### src/rtl/core/albs_pkg.sv
// ----------------------------------------------------------------------------
// albs_pkg
// Types, constants and microcode store for the element store search engine.
// ----------------------------------------------------------------------------
package albs_pkg;

  localparam int WordW = 32;
  localparam int OpW   = 2;
  localparam int PosW  = 5;
  localparam int UpcW  = 5;

  typedef enum logic [OpW-1:0] {
    OpClear  = 2'd0,
    OpAppend = 2'd1,
    OpLinear = 2'd2,
    OpSorted = 2'd3
  } op_e;

  typedef enum logic [3:0] {
    ActNop      = 4'd0,
    ActClear    = 4'd1,
    ActAppend   = 4'd2,
    ActLinInit  = 4'd3,
    ActLinStep  = 4'd4,
    ActSortInit = 4'd5,
    ActLoadA    = 4'd6,
    ActCmp      = 4'd7,
    ActWrJ      = 4'd8,
    ActWrI      = 4'd9,
    ActNextJ    = 4'd10,
    ActNextI    = 4'd11,
    ActBinInit  = 4'd12,
    ActMid      = 4'd13,
    ActBinStep  = 4'd14,
    ActResult   = 4'd15
  } act_e;

  typedef enum logic [3:0] {
    CondNone        = 4'd0,
    CondAlways      = 4'd1,
    CondDispatch    = 4'd2,
    CondEmpty       = 4'd3,
    CondLinMore     = 4'd4,
    CondStay        = 4'd5,
    CondNoSwap      = 4'd6,
    CondNotRowEnd   = 4'd7,
    CondNotSortDone = 4'd8,
    CondSortSmall   = 4'd9,
    CondBinDone     = 4'd10,
    CondNotEq       = 4'd11
  } cond_e;

  typedef enum logic [2:0] {
    RdI    = 3'd0,
    RdINxt = 3'd1,
    RdJ    = 3'd2,
    RdJNxt = 3'd3,
    RdMid  = 3'd4
  } rsel_e;

  typedef enum logic [1:0] {
    HoldNone = 2'd0,
    HoldIn   = 2'd1,
    HoldOut  = 2'd2
  } hold_e;

  typedef struct packed {
    act_e            act;
    cond_e           cond;
    rsel_e           rsel;
    hold_e           hold;
    logic [UpcW-1:0] target;
  } ctrl_t;

  localparam logic [UpcW-1:0] StIdle    = 5'd0;
  localparam logic [UpcW-1:0] StClear   = 5'd1;
  localparam logic [UpcW-1:0] StAppend  = 5'd2;
  localparam logic [UpcW-1:0] StLinInit = 5'd3;
  localparam logic [UpcW-1:0] StLinRd   = 5'd4;
  localparam logic [UpcW-1:0] StLinCmp  = 5'd5;
  localparam logic [UpcW-1:0] StLinEnd  = 5'd6;
  localparam logic [UpcW-1:0] StSrtInit = 5'd7;
  localparam logic [UpcW-1:0] StSrtRdI  = 5'd8;
  localparam logic [UpcW-1:0] StSrtRdJ  = 5'd9;
  localparam logic [UpcW-1:0] StSrtCmp  = 5'd10;
  localparam logic [UpcW-1:0] StSrtDec  = 5'd11;
  localparam logic [UpcW-1:0] StSrtWrJ  = 5'd12;
  localparam logic [UpcW-1:0] StSrtWrI  = 5'd13;
  localparam logic [UpcW-1:0] StSrtAdv  = 5'd14;
  localparam logic [UpcW-1:0] StSrtRow  = 5'd15;
  localparam logic [UpcW-1:0] StBinInit = 5'd16;
  localparam logic [UpcW-1:0] StBinTest = 5'd17;
  localparam logic [UpcW-1:0] StBinRd   = 5'd18;
  localparam logic [UpcW-1:0] StBinCmp  = 5'd19;
  localparam logic [UpcW-1:0] StResult  = 5'd20;

  function automatic ctrl_t ucode_rom(input logic [UpcW-1:0] addr);
    ctrl_t w;
    w.act    = ActNop;
    w.cond   = CondNone;
    w.rsel   = RdI;
    w.hold   = HoldNone;
    w.target = StIdle;
    case (addr)
      StIdle: begin
        w.hold = HoldIn;
        w.cond = CondDispatch;
      end
      StClear: begin
        w.act  = ActClear;
        w.cond = CondAlways;
      end
      StAppend: begin
        w.act  = ActAppend;
        w.cond = CondAlways;
      end
      StLinInit: begin
        w.act    = ActLinInit;
        w.cond   = CondEmpty;
        w.target = StResult;
      end
      StLinRd: begin
        w.rsel = RdI;
      end
      StLinCmp: begin
        w.act    = ActLinStep;
        w.rsel   = RdINxt;
        w.cond   = CondLinMore;
        w.target = StLinCmp;
      end
      StLinEnd: begin
        w.cond   = CondAlways;
        w.target = StResult;
      end
      StSrtInit: begin
        w.act    = ActSortInit;
        w.cond   = CondSortSmall;
        w.target = StBinInit;
      end
      StSrtRdI: begin
        w.rsel = RdI;
      end
      StSrtRdJ: begin
        w.act  = ActLoadA;
        w.rsel = RdJ;
      end
      StSrtCmp: begin
        w.act    = ActCmp;
        w.rsel   = RdJNxt;
        w.cond   = CondStay;
        w.target = StSrtCmp;
      end
      StSrtDec: begin
        w.cond   = CondNoSwap;
        w.target = StSrtRow;
      end
      StSrtWrJ: begin
        w.act = ActWrJ;
      end
      StSrtWrI: begin
        w.act = ActWrI;
      end
      StSrtAdv: begin
        w.act    = ActNextJ;
        w.rsel   = RdI;
        w.cond   = CondNotRowEnd;
        w.target = StSrtRdJ;
      end
      StSrtRow: begin
        w.act    = ActNextI;
        w.cond   = CondNotSortDone;
        w.target = StSrtRdI;
      end
      StBinInit: begin
        w.act = ActBinInit;
      end
      StBinTest: begin
        w.act    = ActMid;
        w.cond   = CondBinDone;
        w.target = StResult;
      end
      StBinRd: begin
        w.rsel = RdMid;
      end
      StBinCmp: begin
        w.act    = ActBinStep;
        w.cond   = CondNotEq;
        w.target = StBinTest;
      end
      StResult: begin
        w.act  = ActResult;
        w.hold = HoldOut;
        w.cond = CondAlways;
      end
      default: begin
        w.cond = CondAlways;
      end
    endcase
    return w;
  endfunction

endpackage

### src/rtl/core/albs_req_if.sv
// ----------------------------------------------------------------------------
// albs_req_if
// Request channel: operation code and word, valid/ready transfer.
// ----------------------------------------------------------------------------
interface albs_req_if;
  logic                               valid;
  logic                               ready;
  logic        [albs_pkg::OpW-1:0]    operation;
  logic signed [albs_pkg::WordW-1:0]  value;

  modport source (output valid, output operation, output value, input ready);
  modport sink   (input valid, input operation, input value, output ready);
endinterface

### src/rtl/core/albs_rsp_if.sv
// ----------------------------------------------------------------------------
// albs_rsp_if
// Response channel: search hit flag and index, valid/ready transfer.
// ----------------------------------------------------------------------------
interface albs_rsp_if;
  logic                        valid;
  logic                        ready;
  logic                        found;
  logic [albs_pkg::PosW-1:0]   position;

  modport source (output valid, output found, output position, input ready);
  modport sink   (input valid, input found, input position, output ready);
endinterface

### src/rtl/core/array_linear_and_binary_search.sv
// ----------------------------------------------------------------------------
// array_linear_and_binary_search
// Word store with append, clear, linear search and sort-then-binary search.
// ----------------------------------------------------------------------------
// Usage:
//   req_i carries an operation and a signed 32-bit word. Clear and append
//   return nothing; linear and sorted search return one transfer on rsp_o
//   with found and position (position is 0 when not found).
//   One item at a time: req_i.ready is high only while the sequencer waits
//   at its idle step. Sorted search: an exchange sort over the single memory
//   read port, then binary search.
//   The result sits in an output register; the sequencer waits at its
//   result step only if an earlier result has not yet been taken.
//   Reset empties the store (count zero) and drops any pending result.
//   The store contents are not cleared.
// ----------------------------------------------------------------------------
module array_linear_and_binary_search #(
  parameter int DEPTH = 32
) (
  input  logic              clk_i,
  input  logic              rst_ni,
  albs_req_if.sink          req_i,
  albs_rsp_if.source        rsp_o
);

  localparam int IdxW = $clog2(DEPTH);
  localparam int CntW = $clog2(DEPTH + 1);
  localparam int WordW = albs_pkg::WordW;
  localparam int PosW = albs_pkg::PosW;
  localparam int UpcW = albs_pkg::UpcW;

  albs_pkg::ctrl_t ctrl;

  logic [UpcW-1:0]  upc_q, upc_d;
  logic [CntW-1:0]  cnt_q, cnt_d;
  logic [IdxW-1:0]  i_q, i_d, j_q, j_d, mid_q, mid_d;
  logic [CntW-1:0]  lo_q, lo_d, hip_q, hip_d;
  logic [WordW-1:0] a_q, a_d, b_q, b_d, key_q, key_d;
  logic             found_q, found_d;
  logic [IdxW-1:0]  pos_q, pos_d;
  logic             rsp_valid_q, rsp_valid_d;
  logic             rsp_found_q, rsp_found_d;
  logic [PosW-1:0]  rsp_pos_q, rsp_pos_d;

  logic [WordW-1:0] mem_q [DEPTH];
  logic [WordW-1:0] rd_q;
  logic [IdxW-1:0]  rd_addr;
  logic             wr_en;
  logic [IdxW-1:0]  wr_addr;
  logic [WordW-1:0] wr_data;

  logic             go, take, out_free;
  logic             eq, key_lt, rd_lt_a, b_lt_a;
  logic             row_end, lin_last, sort_more;
  logic             stay;
  logic [CntW:0]    mid_sum;
  logic [IdxW+PosW-1:0] pos_wide;

  assign ctrl = albs_pkg::ucode_rom(upc_q);

  assign out_free  = !rsp_valid_q || rsp_o.ready;
  assign eq        = rd_q == key_q;
  assign key_lt    = $signed(key_q) < $signed(rd_q);
  assign rd_lt_a   = $signed(rd_q) < $signed(a_q);
  assign b_lt_a    = $signed(b_q) < $signed(a_q);
  assign row_end   = ((CntW+1)'(j_q) + (CntW+1)'(1)) == (CntW+1)'(cnt_q);
  assign lin_last  = ((CntW+1)'(i_q) + (CntW+1)'(1)) == (CntW+1)'(cnt_q);
  assign sort_more = ((CntW+1)'(i_q) + (CntW+1)'(2)) < (CntW+1)'(cnt_q);
  assign stay      = !rd_lt_a && !row_end;
  assign mid_sum   = (CntW+1)'(lo_q) + (CntW+1)'(hip_q) - (CntW+1)'(1);
  assign pos_wide  = (IdxW+PosW)'(pos_q);

  assign req_i.ready    = (upc_q == albs_pkg::StIdle);
  assign rsp_o.valid    = rsp_valid_q;
  assign rsp_o.found    = rsp_found_q;
  assign rsp_o.position = rsp_pos_q;

  always_comb begin
    case (ctrl.hold)
      albs_pkg::HoldIn:  go = req_i.valid;
      albs_pkg::HoldOut: go = out_free;
      default:           go = 1'b1;
    endcase
  end

  always_comb begin
    case (ctrl.cond)
      albs_pkg::CondAlways:      take = 1'b1;
      albs_pkg::CondEmpty:       take = (cnt_q == '0);
      albs_pkg::CondLinMore:     take = !eq && !lin_last;
      albs_pkg::CondStay:        take = stay;
      albs_pkg::CondNoSwap:      take = !b_lt_a;
      albs_pkg::CondNotRowEnd:   take = !row_end;
      albs_pkg::CondNotSortDone: take = sort_more;
      albs_pkg::CondSortSmall:   take = (cnt_q <= CntW'(1));
      albs_pkg::CondBinDone:     take = (lo_q >= hip_q);
      albs_pkg::CondNotEq:       take = !eq;
      default:                   take = 1'b0;
    endcase
  end

  always_comb begin
    if (!go) begin
      upc_d = upc_q;
    end else if (ctrl.cond == albs_pkg::CondDispatch) begin
      case (albs_pkg::op_e'(req_i.operation))
        albs_pkg::OpClear:  upc_d = albs_pkg::StClear;
        albs_pkg::OpAppend: upc_d = albs_pkg::StAppend;
        albs_pkg::OpLinear: upc_d = albs_pkg::StLinInit;
        albs_pkg::OpSorted: upc_d = albs_pkg::StSrtInit;
        default:            upc_d = albs_pkg::StIdle;
      endcase
    end else if (take) begin
      upc_d = ctrl.target;
    end else begin
      upc_d = upc_q + UpcW'(1);
    end
  end

  always_comb begin
    case (ctrl.rsel)
      albs_pkg::RdINxt: rd_addr = i_q + IdxW'(1);
      albs_pkg::RdJ:    rd_addr = j_q;
      albs_pkg::RdJNxt: rd_addr = j_q + IdxW'(1);
      albs_pkg::RdMid:  rd_addr = mid_q;
      default:          rd_addr = i_q;
    endcase
  end

  always_comb begin
    cnt_d       = cnt_q;
    i_d         = i_q;
    j_d         = j_q;
    mid_d       = mid_q;
    lo_d        = lo_q;
    hip_d       = hip_q;
    a_d         = a_q;
    b_d         = b_q;
    key_d       = key_q;
    found_d     = found_q;
    pos_d       = pos_q;
    rsp_valid_d = rsp_valid_q && !rsp_o.ready;
    rsp_found_d = rsp_found_q;
    rsp_pos_d   = rsp_pos_q;
    wr_en       = 1'b0;
    wr_addr     = i_q;
    wr_data     = b_q;

    if (req_i.valid && req_i.ready) begin
      key_d = req_i.value;
    end

    if (go) begin
      case (ctrl.act)
        albs_pkg::ActClear: begin
          cnt_d = '0;
        end
        albs_pkg::ActAppend: begin
          if (cnt_q < CntW'(DEPTH)) begin
            wr_en   = 1'b1;
            wr_addr = cnt_q[IdxW-1:0];
            wr_data = key_q;
            cnt_d   = cnt_q + CntW'(1);
          end
        end
        albs_pkg::ActLinInit: begin
          i_d     = '0;
          found_d = 1'b0;
          pos_d   = '0;
        end
        albs_pkg::ActLinStep: begin
          if (eq) begin
            found_d = 1'b1;
            pos_d   = i_q;
          end else begin
            i_d = i_q + IdxW'(1);
          end
        end
        albs_pkg::ActSortInit: begin
          i_d = '0;
          j_d = IdxW'(1);
        end
        albs_pkg::ActLoadA: begin
          a_d = rd_q;
        end
        albs_pkg::ActCmp: begin
          b_d = rd_q;
          if (stay) begin
            j_d = j_q + IdxW'(1);
          end
        end
        albs_pkg::ActWrJ: begin
          wr_en   = 1'b1;
          wr_addr = j_q;
          wr_data = a_q;
        end
        albs_pkg::ActWrI: begin
          wr_en   = 1'b1;
          wr_addr = i_q;
          wr_data = b_q;
          a_d     = b_q;
        end
        albs_pkg::ActNextJ: begin
          j_d = j_q + IdxW'(1);
        end
        albs_pkg::ActNextI: begin
          i_d = i_q + IdxW'(1);
          j_d = i_q + IdxW'(2);
        end
        albs_pkg::ActBinInit: begin
          lo_d    = '0;
          hip_d   = cnt_q;
          found_d = 1'b0;
          pos_d   = '0;
        end
        albs_pkg::ActMid: begin
          mid_d = mid_sum[IdxW:1];
        end
        albs_pkg::ActBinStep: begin
          if (eq) begin
            found_d = 1'b1;
            pos_d   = mid_q;
          end else if (key_lt) begin
            hip_d = CntW'(mid_q);
          end else begin
            lo_d = CntW'(mid_q) + CntW'(1);
          end
        end
        albs_pkg::ActResult: begin
          rsp_valid_d = 1'b1;
          rsp_found_d = found_q;
          rsp_pos_d   = pos_wide[PosW-1:0];
        end
        default: begin
        end
      endcase
    end
  end

  always_ff @(posedge clk_i or negedge rst_ni) begin
    if (!rst_ni) begin
      upc_q       <= albs_pkg::StIdle;
      cnt_q       <= '0;
      rsp_valid_q <= 1'b0;
    end else begin
      upc_q       <= upc_d;
      cnt_q       <= cnt_d;
      rsp_valid_q <= rsp_valid_d;
    end
  end

  always_ff @(posedge clk_i) begin
    i_q         <= i_d;
    j_q         <= j_d;
    mid_q       <= mid_d;
    lo_q        <= lo_d;
    hip_q       <= hip_d;
    a_q         <= a_d;
    b_q         <= b_d;
    key_q       <= key_d;
    found_q     <= found_d;
    pos_q       <= pos_d;
    rsp_found_q <= rsp_found_d;
    rsp_pos_q   <= rsp_pos_d;
  end

  always_ff @(posedge clk_i) begin
    if (wr_en) begin
      mem_q[wr_addr] <= wr_data;
    end
    rd_q <= mem_q[rd_addr];
  end

  a_upc_range: assert property (@(posedge clk_i) disable iff (!rst_ni)
    upc_q <= albs_pkg::StResult)
    else $error("sequencer left its program");

  a_cnt_range: assert property (@(posedge clk_i) disable iff (!rst_ni)
    cnt_q <= CntW'(DEPTH))
    else $error("element count beyond depth");

  a_rsp_origin: assert property (@(posedge clk_i) disable iff (!rst_ni)
    $rose(rsp_valid_q) |-> $past(upc_q) == albs_pkg::StResult)
    else $error("response raised outside result step");

  a_accept_leaves_idle: assert property (@(posedge clk_i) disable iff (!rst_ni)
    (req_i.valid && req_i.ready) |=> upc_q != albs_pkg::StIdle)
    else $error("accepted transfer not dispatched");

endmodule

### src/flat_wrapper.sv
// flat-port wrapper written by rule: the top's interface ports become plain ports
module array_linear_and_binary_search_flat 
#(
  parameter int DEPTH = 32
)
  (clk_i, rst_ni, req_i_valid, req_i_operation, req_i_value, req_i_ready, rsp_o_valid, rsp_o_found, rsp_o_position, rsp_o_ready);
  albs_req_if req_i_i ();
  albs_rsp_if rsp_o_i ();
  input  logic clk_i;
  input  logic rst_ni;
  input wire logic [$bits(req_i_i.valid)-1:0] req_i_valid;
  input wire logic [$bits(req_i_i.operation)-1:0] req_i_operation;
  input wire logic [$bits(req_i_i.value)-1:0] req_i_value;
  output wire logic [$bits(req_i_i.ready)-1:0] req_i_ready;
  output wire logic [$bits(rsp_o_i.valid)-1:0] rsp_o_valid;
  output wire logic [$bits(rsp_o_i.found)-1:0] rsp_o_found;
  output wire logic [$bits(rsp_o_i.position)-1:0] rsp_o_position;
  input wire logic [$bits(rsp_o_i.ready)-1:0] rsp_o_ready;
  assign req_i_i.valid = req_i_valid;
  assign req_i_i.operation = req_i_operation;
  assign req_i_i.value = req_i_value;
  assign req_i_ready = req_i_i.ready;
  assign rsp_o_valid = rsp_o_i.valid;
  assign rsp_o_found = rsp_o_i.found;
  assign rsp_o_position = rsp_o_i.position;
  assign rsp_o_i.ready = rsp_o_ready;
  array_linear_and_binary_search #(.DEPTH(DEPTH)) u_core (.clk_i(clk_i), .rst_ni(rst_ni), .req_i(req_i_i), .rsp_o(rsp_o_i));
endmodule
### config.mk
export PLATFORM = sky130hd
export DESIGN_NAME = array_linear_and_binary_search_flat
export DESIGN_NICKNAME = d
export VERILOG_FILES = /design/src/rtl/core/albs_pkg.sv /design/src/rtl/core/albs_req_if.sv /design/src/rtl/core/albs_rsp_if.sv /design/src/rtl/core/array_linear_and_binary_search.sv /design/src/flat_wrapper.sv
export SDC_FILE = /design/constraint.sdc
export NUM_CORES = 2
export LEC_CHECK = 0
export BUFFER_PORTS_ARGS = -buffer_cell sky130_fd_sc_hd__buf_4
export CAP_MARGIN = 20
export CORE_MARGIN = 2
export CORE_UTILIZATION = 60
export CTS_BUF_LIST = sky130_fd_sc_hd__clkbuf_4 sky130_fd_sc_hd__clkbuf_8
export DETAILED_ROUTE_END_ITERATION = 8
export HOLD_SLACK_MARGIN = 0.03
export PLACE_DENSITY = 0.83
export RECOVER_POWER = 100
export SYNTH_ARGS = -nofsm -noshare
export SYNTH_HDL_FRONTEND = slang
export SYNTH_SLANG_ARGS = --single-unit
### constraint.sdc
create_clock -name clk_i -period 6.75 [get_ports clk_i]
set_input_delay 1.35 -clock clk_i [delete_from_list [all_inputs] [get_ports clk_i]]
set_output_delay 1.35 -clock clk_i [all_outputs]
set_load 0.02 [all_outputs]
Word level (Yosys, flattened, before mapping)
Memory sizes are Yosys's and may differ from the RTL's. A register that Yosys moved wholly into a read port is not among the register bits.
Index checks and enable logic that the tools add are counted.
{ "word_totals": {"regBits": 147, "ram_bits": 1024, "inputBits": 38, "output_inout_bits": 8, "word_cells": 182, "mem_count": 1} }
{ "memory_table": {"columns": ["name", "depth", "word_bits", "rd", "rd_clocked_by_memory_dff", "write_ports", "line", "text"], "rows": [
  ["u_core.mem_q", 32, 32, 1, 1, 1, "array_linear_and_binary_search.sv:45", "logic [WordW-1:0] mem_q [DEPTH];"]
]} }
{ "op_classes": {"addsub": 11, "order_cmp": 7, "n_eq_ne": 67, "muxes": 42, "n_reduce_logical": 39} }
{ "ops": {"columns": ["operator", "count"], "rows": [
  ["32-bit case mux with 2 select lines", 2],
  ["32-bit less-than comparator", 3],
  ["32-bit 2-to-1 mux", 2],
  ["4-bit case mux with 15 select lines", 1],
  ["5-bit case mux with 4 select lines", 3],
  ["4-bit equality test, second input constant", 12],
  ["4-bit case mux with 11 select lines", 1],
  ["5-bit by 4-bit equality test with 1-bit output, second input constant", 8],
  ["5-bit 2-to-1 mux", 8],
  ["5-bit case mux with 8 select lines", 1],
  ["6-bit case mux with 2 select lines", 3],
  ["32-bit equality test", 1],
  ["4-bit by 3-bit equality test with 1-bit output, second input constant", 8],
  ["6-bit 2-to-1 mux", 5],
  ["5-bit case mux with 3 select lines", 2],
  ["5-bit equality test, second input constant", 5],
  ["5-bit by 3-bit equality test with 1-bit output, second input constant", 4],
  ["5-bit by 1-bit adder with 6-bit output, second input constant", 3],
  ["4-bit by 2-bit equality test with 1-bit output, second input constant", 4],
  ["5-bit by 1-bit adder with 5-bit output, second input constant", 3],
  ["7-bit by 6-bit equality test with 1-bit output", 2],
  ["2-bit by 1-bit inequality test with 1-bit output, second input constant", 6],
  ["3-bit case mux with 4 select lines", 1],
  ["3-bit AND reduction", 4],
  ["37 further kinds", 74]
]} }

Logic depth before layout (Yosys ltp)
{ "depth": {"ltp_word": 8, "ltp_mapped": 15, "ltp_nobuf": 12} }

Worst setup path after synthesis
OpenSTA, ideal clock, no wires.
{ "synth_timing": {"path_kind": "register to register", "start": "register u_core.upc_q[2]", "end": "register u_core.a_q[0], enable pin", "setup_ps": 466, "t_arrival_ps": 4227, "t_required_ps": 6284, "path_slack_ps": 2058, "path_stages_with_launch": 11, "n_path_buf": 4, "period_less_slack_ps": 4692, "cell_sequence": "dfrtp_1 -> buf_6 -> buf_8 -> buf_2 -> and3_1 -> ha_1 -> a31oi_1 -> and3_1 -> clkbuf_1 -> nand2_1 -> o21ai_0"} }
{ "synth_between": {"elab_chain_len": 5, "elab_cells_between_ends": 25, "classes_between": "eq/ne (19); mux (3); reduce/logical (3)"} }
{ "synth_rtl": {"columns": ["element", "line", "text"], "rows": [
  ["from (decl)", "array_linear_and_binary_search.sv:34", "logic [UpcW-1:0] upc_q, upc_d;"],
  ["from (signal assigned)", "array_linear_and_binary_search.sv:242", "upc_q <= albs_pkg::StIdle;"],
  ["from (signal assigned)", "array_linear_and_binary_search.sv:246", "upc_q <= upc_d;"],
  ["5-bit equality test, or another cell as far along", "albs_pkg.sv:104", "case (addr)"],
  ["4-bit case mux with 15 select lines / 2-bit case mux with 2 select lines (equally long branches)", "albs_pkg.sv:104", null],
  ["4-bit by 3-bit equality test with 1-bit output, or another cell as far along", "array_linear_and_binary_search.sv:154", "case (ctrl.act)"],
  ["2-bit nonzero test (no line) / 1-bit case mux with 2 select lines (equally long branches)", null, null],
  ["2-bit AND reduction (no line) *", null, null],
  ["to (signal assigned)", "array_linear_and_binary_search.sv:258", "a_q <= a_d;"],
  ["to (decl)", "array_linear_and_binary_search.sv:38", "logic [WordW-1:0] a_q, a_d, b_q, b_d, key_q, key_d;"]
]} }
Mark *: on every way between the ends. The rest lies on a longest branch, timed or not.
A chain may end at the register's enable or synchronous reset.

Worst setup path after layout
{ "layout_timing": {"start": "register u_core.upc_q[0]", "end": "memory u_core.mem_q[21][4], data pin"} }
{ "layout_between": {"elab_chain_len": 5, "elab_cells_between_ends": 25, "classes_between": "eq/ne (19); mux (5); reduce/logical (1)"} }
{ "layout_rtl": {"columns": ["element", "line", "text"], "rows": [
  ["5-bit equality test, or another cell as far along", "albs_pkg.sv:104", null],
  ["4-bit case mux with 15 select lines / 2-bit case mux with 2 select lines (equally long branches)", "albs_pkg.sv:104", null],
  ["4-bit equality test, or another cell as far along", "array_linear_and_binary_search.sv:154", null],
  ["32-bit case mux with 2 select lines / 1-bit case mux with 2 select lines (equally long branches)", "array_linear_and_binary_search.sv:154, array_linear_and_binary_search.sv:79", null],
  ["32-bit 2-to-1 mux *", "array_linear_and_binary_search.sv:153", "if (go) begin"],
  ["named net u_core.wr_data[4]", "array_linear_and_binary_search.sv:50", "logic [WordW-1:0] wr_data;"],
  ["to (decl)", "array_linear_and_binary_search.sv:45", null]
]} }
The timed path passes the listed nets; every way through them passes the cells marked *.

==> metrics list <==
* Met2 Usage GRT: 47.7%
- The number of global-route vias before repair is 32400.
- Of the total power, combinational logic draws 0.1%.
- Along the worst path, the maximum fanout reaches 32.
* Final setup violation count: 0
* Average footprint of a synthesized cell: 13.5 µm²
* Number of ports placed on the die boundary: 46
- Counting buffers and inverters, the worst setup path is 10 cells deep.
- Summed over all failing endpoints, the final setup total negative slack is 0 ps.
- After synthesis, the share of flip-flops with an asynchronous set or reset is 0.998%.
- The first global-routing pass estimated between 150 and 200 mm of wire.
- Number of buffers added on ports: 45
- The tree is rooted in a sky130_fd_sc_hd__clkbuf_8.
- Once routing completed, OpenROAD measured the worst setup slack at approximately 740 ps.
- Minimum clock period after layout: 6010 ps
- After layout, the worst path uses about nine tenths of the clock period.
* First-pass DRT Iterations: 8
* Clock-pin slew of the registers on the worst-case setup and hold paths: roughly 60 ps
* Synthesized netlist net count: 3968
- Number of nets in the layout: between 4000 and 5000
- The first routing iteration left between 4000 and 5000 violations.
- Kind of critical path: reg2reg
* Type of the tightest min-delay check: reg2reg
- Maximum achievable frequency: 0.166 GHz
- Gates resized during post-CTS repair numbered 0.
- At the end of routability-driven placement, the weighted congestion stood at between 0.9 and 1.
- Once the clock tree was built, the setup fixing pass inserted 0 buffers.
- The largest individual stage delay along the critical path comes from the cell sky130_fd_sc_hd__o21ai_2.
- Pin count of the biggest net entering global routing: between 100 and 150
* Routed wire length: 135 mm
- STA classifies the critical path endpoint as a flop.
- Initial Util: ~60%
- Area of the core: 84900 µm²
- Path depth of the worst reg2reg path: 10
- Relative max-transition margin: -46.5%
* Relative contribution of sequential cells to total power: approximately 57%
* Worst slack, placed: 1040 ps
* Finished layout cell area: around 57000 µm²
- Placement-stage cell area: 53300 µm²
* Violated checks: capacitance limit, slew limit
* Endpoint arrival time on the critical path: 6400 ps
- Summed over all nets, the switching power comes to 2.93 mW.
- Cell family with the largest share of critical-path delay: compound AO/OA/AOI/OAI gates
- Clock skew: roughly 67 ps
* Max Cap Viol: 18
- Number of enable flip-flop cells after synthesis: between 1000 and 1500
- Maximum ir drop on the vdd rail: 0.201 mV
* Detailed-route DRC error count: 0
* Critical Path Start Type: flop
* Final Hold Vio Count: 0
- Fraction of final layout cells with drive strength greater than 1: a little over an eighth
- Top post-synthesis cells by area: sky130_fd_sc_hd__edfxtp_1 (68%), sky130_fd_sc_hd__nand2_1 (4.5%), sky130_fd_sc_hd__a211oi_1 (3.8%), sky130_fd_sc_hd__a31oi_1 (3.2%), sky130_fd_sc_hd__ha_1 (3.1%)
- Switching portion of total power: roughly 21%
- Cts hold-fix bufs: 0
- Global route total overflow: 0
- Total half-perimeter wirelength after legalization and detailed placement: roughly 84 mm
- In the final routed layout, each cell accounts on average for 26.1 µm.
- Once detail routing completed, the nets flagged for antenna violations numbered 0.
- In the final layout, flip-flops and latches occupy 35700 µm².
- Tightest Pin Transition: 2200 ps
* Proportion of synthesized chip area in sequential cells: 69.9%
* Most congested layer reported by global routing: met2
- Number of fill cells: between 5000 and 6000
- Met1 GRT Util: between 40% and 50%
- Global routing used 30.6% of the available tracks across all layers.
- Post-synth cell types: 92
* WP data required: roughly 7100 ps
- Internal power comes to 11.3 mW.
- Cell count of the worst hold path: 0
- Using the TritonRoute via totals, the vias-per-cell ratio works out to 6.54.
- In the global route stage, met3 resource usage came out at 8.21%.
- The number of buffers and inverters on the critical path is 3.
* Mapped Cells: 3802
- Top cell type by total area after synthesis: sky130_fd_sc_hd__edfxtp_1
* Buffers from clock root to sink, at most: 3
* Die W: 296 µm
- Traced cell by cell, the critical path runs through inv_1, ha_1, clkbuf_1, or3_1, a21oi_1, nand3_1, nor4_4, clkbuf_1, a22oi_1, o21ai_2.
- Syn Std Cell Area: 51200 µm²
- The floorplan has between 100 and 150 rows.
- Top-area cell type share of the netlist area: 68.0%
- Standby leakage power: 17.7 nW
* Syn. warnings: 0
- Setup repair after global routing left no endpoint under its margin.
- Final slew viol count: 508
- Area Overhead vs Synth: 11.4%
- CTS built an H-tree with a depth of 4.
* Clock sink count: approximately 1200
- Die boundary height: 296 µm
- Routed via count: 33900
* Commonest register cell after synthesis: sky130_fd_sc_hd__edfxtp_1
- Final standard cell utilization of the core: 67.2%
- The flow ran to the end, but the final reports show violations.
- Slowest Stage Delay on Critical Path: 1490 ps
- Cell seen most often among critical-path stages: sky130_fd_sc_hd__clkbuf_1
* Relative contribution of the clock network to total power: 43.3%
- Synthesis-stage register bit count: 1203
* Clock tree from TritonCTS: done
- Antenna violations before repair: 8
* P per Cell Area: 250 nW/µm²
* Area taken by multi-input logic gates: 14300 µm²
* Die footprint: approximately 88000 µm²
* Clk_lat worst skew: 910 ps
- Number of buffers inserted during clock tree synthesis: 182
worst register-to-register path: cells and delay by family (launching register included):
family | cells | cell delay, ps
compound gates | 3 | 1970
fa+ha+maj | 1 | 350
buf+inv | 3 | 1680
flops | 1 | 410
simple gates | 3 | 1110
per-layer routing:
layer	share of wire, %	vias up
li1	-	14700
met1	37	16600
met2	47	2200
met3	12	398
met4	4.2	10
met5	0.047	-
kinds of logic (layout without fill, tap and decap cells):
| family | after synthesis | count (layout) | synth area share (%) |
|---|---|---|---|
| multiplexers | 39 | 39 | 0.878 |
| buffers and inverters | 351 | 589 | 2.91 |
| AO/OA/AOI/OAI | 921 | 921 | 12.2 |
| AND/OR/NAND/NOR | 1131 | 1131 | 10.5 |
| flip-flops | 1203 | 1203 | 69.9 |
| other | 0 | 5 | 0 |
| XOR/XNOR | 28 | 28 | 0.479 |
| adder cells (fa/ha/maj) | 129 | 129 | 3.16 |
through the flow:
stage | cells | hold slack (ps) | total power [mW]
3_3_place_gp | 4834 | 400 | 8.24
6_report | 5189 | 418 | 14.2
3_5_place_dp | 4835 | 405 | 8.24
5_1_grt | 5186 | 434 | 14.6
2_1_floorplan | 3802 | 400 | 8.22
4_1_cts | 5171 | 281 | 14.3
synth_stat cells (all sizes together), types with 6 or more instances:
cell type / instances
nand2: 611
nor2b: 10
nor2: 93
a31oi: 258
o21a: 8
a22o: 8
mux2: 34
or3: 8
dfrtp: 12
o22ai: 133
a211oi: 259
xor2: 10
clkbuf: 157
o21ai: 81
dfxtp: 32
nand3b: 7
buf: 85
a21o: 25
nand4: 24
nand2b: 12
edfxtp: 1159
a2111oi: 6
and2: 260
xnor2: 18
o211ai: 10
nand3: 21
a22oi: 38
a21oi: 56
nor3: 18
and3: 12
inv: 109
nor4: 39
ha: 127
flip-flops by register name (all words and copies together) (netlist names):
register / cells
u_core.hip_q: 6
u_core.b_q: 32
u_core.rd_q: 32
u_core.upc_q: 5
u_core.key_q: 32
u_core.found_q: 1
u_core.a_q: 32
u_core.rsp_o.found: 1
u_core.pos_q: 5
u_core.lo_q: 6
u_core.mem_q: 1024
u_core.rsp_o.position: 5
u_core.mid_q: 5
u_core.rsp_o.valid: 1
u_core.i_q: 5
u_core.j_q: 5
u_core.cnt_q: 6
path summary, 6_finish.rpt:
check / startpoint / end / slack [ps]
hold / removal: u_core.pos_q[1]$_DFFE_PP_ / u_core.rsp_o.position[1]$_DFFE_PP_ / 420
hold reg to reg: u_core.pos_q[1]$_DFFE_PP_ / u_core.rsp_o.position[1]$_DFFE_PP_ / 420
min in group asynchronous: rst_ni / u_core.cnt_q[4]$_DFFE_PN0P_ / 540
setup reg to reg: u_core.upc_q[0]$_DFFE_PN0N_ / u_core.mem_q[21][4]$_DFFE_PP_ / 740
max in group asynchronous: rst_ni / u_core.rsp_o.valid$_DFF_PN0_ / 5640
setup / recovery: u_core.upc_q[0]$_DFFE_PN0N_ / u_core.mem_q[21][4]$_DFFE_PP_ / 740
cells in the final DEF, fill, tap and decap left out, types with 11 or more instances in the layout:
cell type                  instances
sky130_fd_sc_hd__nand4_1          24
sky130_fd_sc_hd__a21o_1           25
sky130_fd_sc_hd__a31oi_1         258
sky130_fd_sc_hd__o22ai_1         133
sky130_fd_sc_hd__a211oi_1        259
sky130_fd_sc_hd__buf_12           24
sky130_fd_sc_hd__nand2_1         607
sky130_fd_sc_hd__nand3_1          21
sky130_fd_sc_hd__clkbuf_1         20
sky130_fd_sc_hd__and2_1          131
sky130_fd_sc_hd__inv_1           109
sky130_fd_sc_hd__dfrtp_1          12
sky130_fd_sc_hd__o21ai_4          13
sky130_fd_sc_hd__nor2_4           29
sky130_fd_sc_hd__and2_0          129
sky130_fd_sc_hd__clkbuf_8        187
sky130_fd_sc_hd__a21oi_1          55
sky130_fd_sc_hd__o21ai_0          54
sky130_fd_sc_hd__nor3_1           17
sky130_fd_sc_hd__clkinv_1         40
sky130_fd_sc_hd__xnor2_1          18
sky130_fd_sc_hd__nor4_1           38
sky130_fd_sc_hd__edfxtp_1       1159
sky130_fd_sc_hd__buf_4            55
sky130_fd_sc_hd__and3_1           12
sky130_fd_sc_hd__mux2_2           33
sky130_fd_sc_hd__nor2_1           63
sky130_fd_sc_hd__nand2b_1         11
sky130_fd_sc_hd__dfxtp_1          32
sky130_fd_sc_hd__clkbuf_4        100
sky130_fd_sc_hd__ha_1            127
sky130_fd_sc_hd__clkinv_2         19
sky130_fd_sc_hd__a22oi_1          38
power groups by stage:
stage	clock (mW)	combinational [mW]	sequential, mW
finish	6.17	0.0183	8.06
global route	6.51	0.0201	8.05
CTS	6.18	0.0201	8.06
detailed placement	0	0.0201	8.22
global placement	0	0.0200	8.22
floorplan	0	0.000475	8.22
final cells by class:
type                    instances  area share (%)
diodes                          5          0.0219
clock buffers                 255            5.41
clock inverters                81            1.19
inverters                     109           0.718
multi-input cells            2248            25.1
flip-flops and latches       1203            62.7
well taps                    1144            2.51
repair buffers                144            2.39
Power figures use the tool's default switching activity.
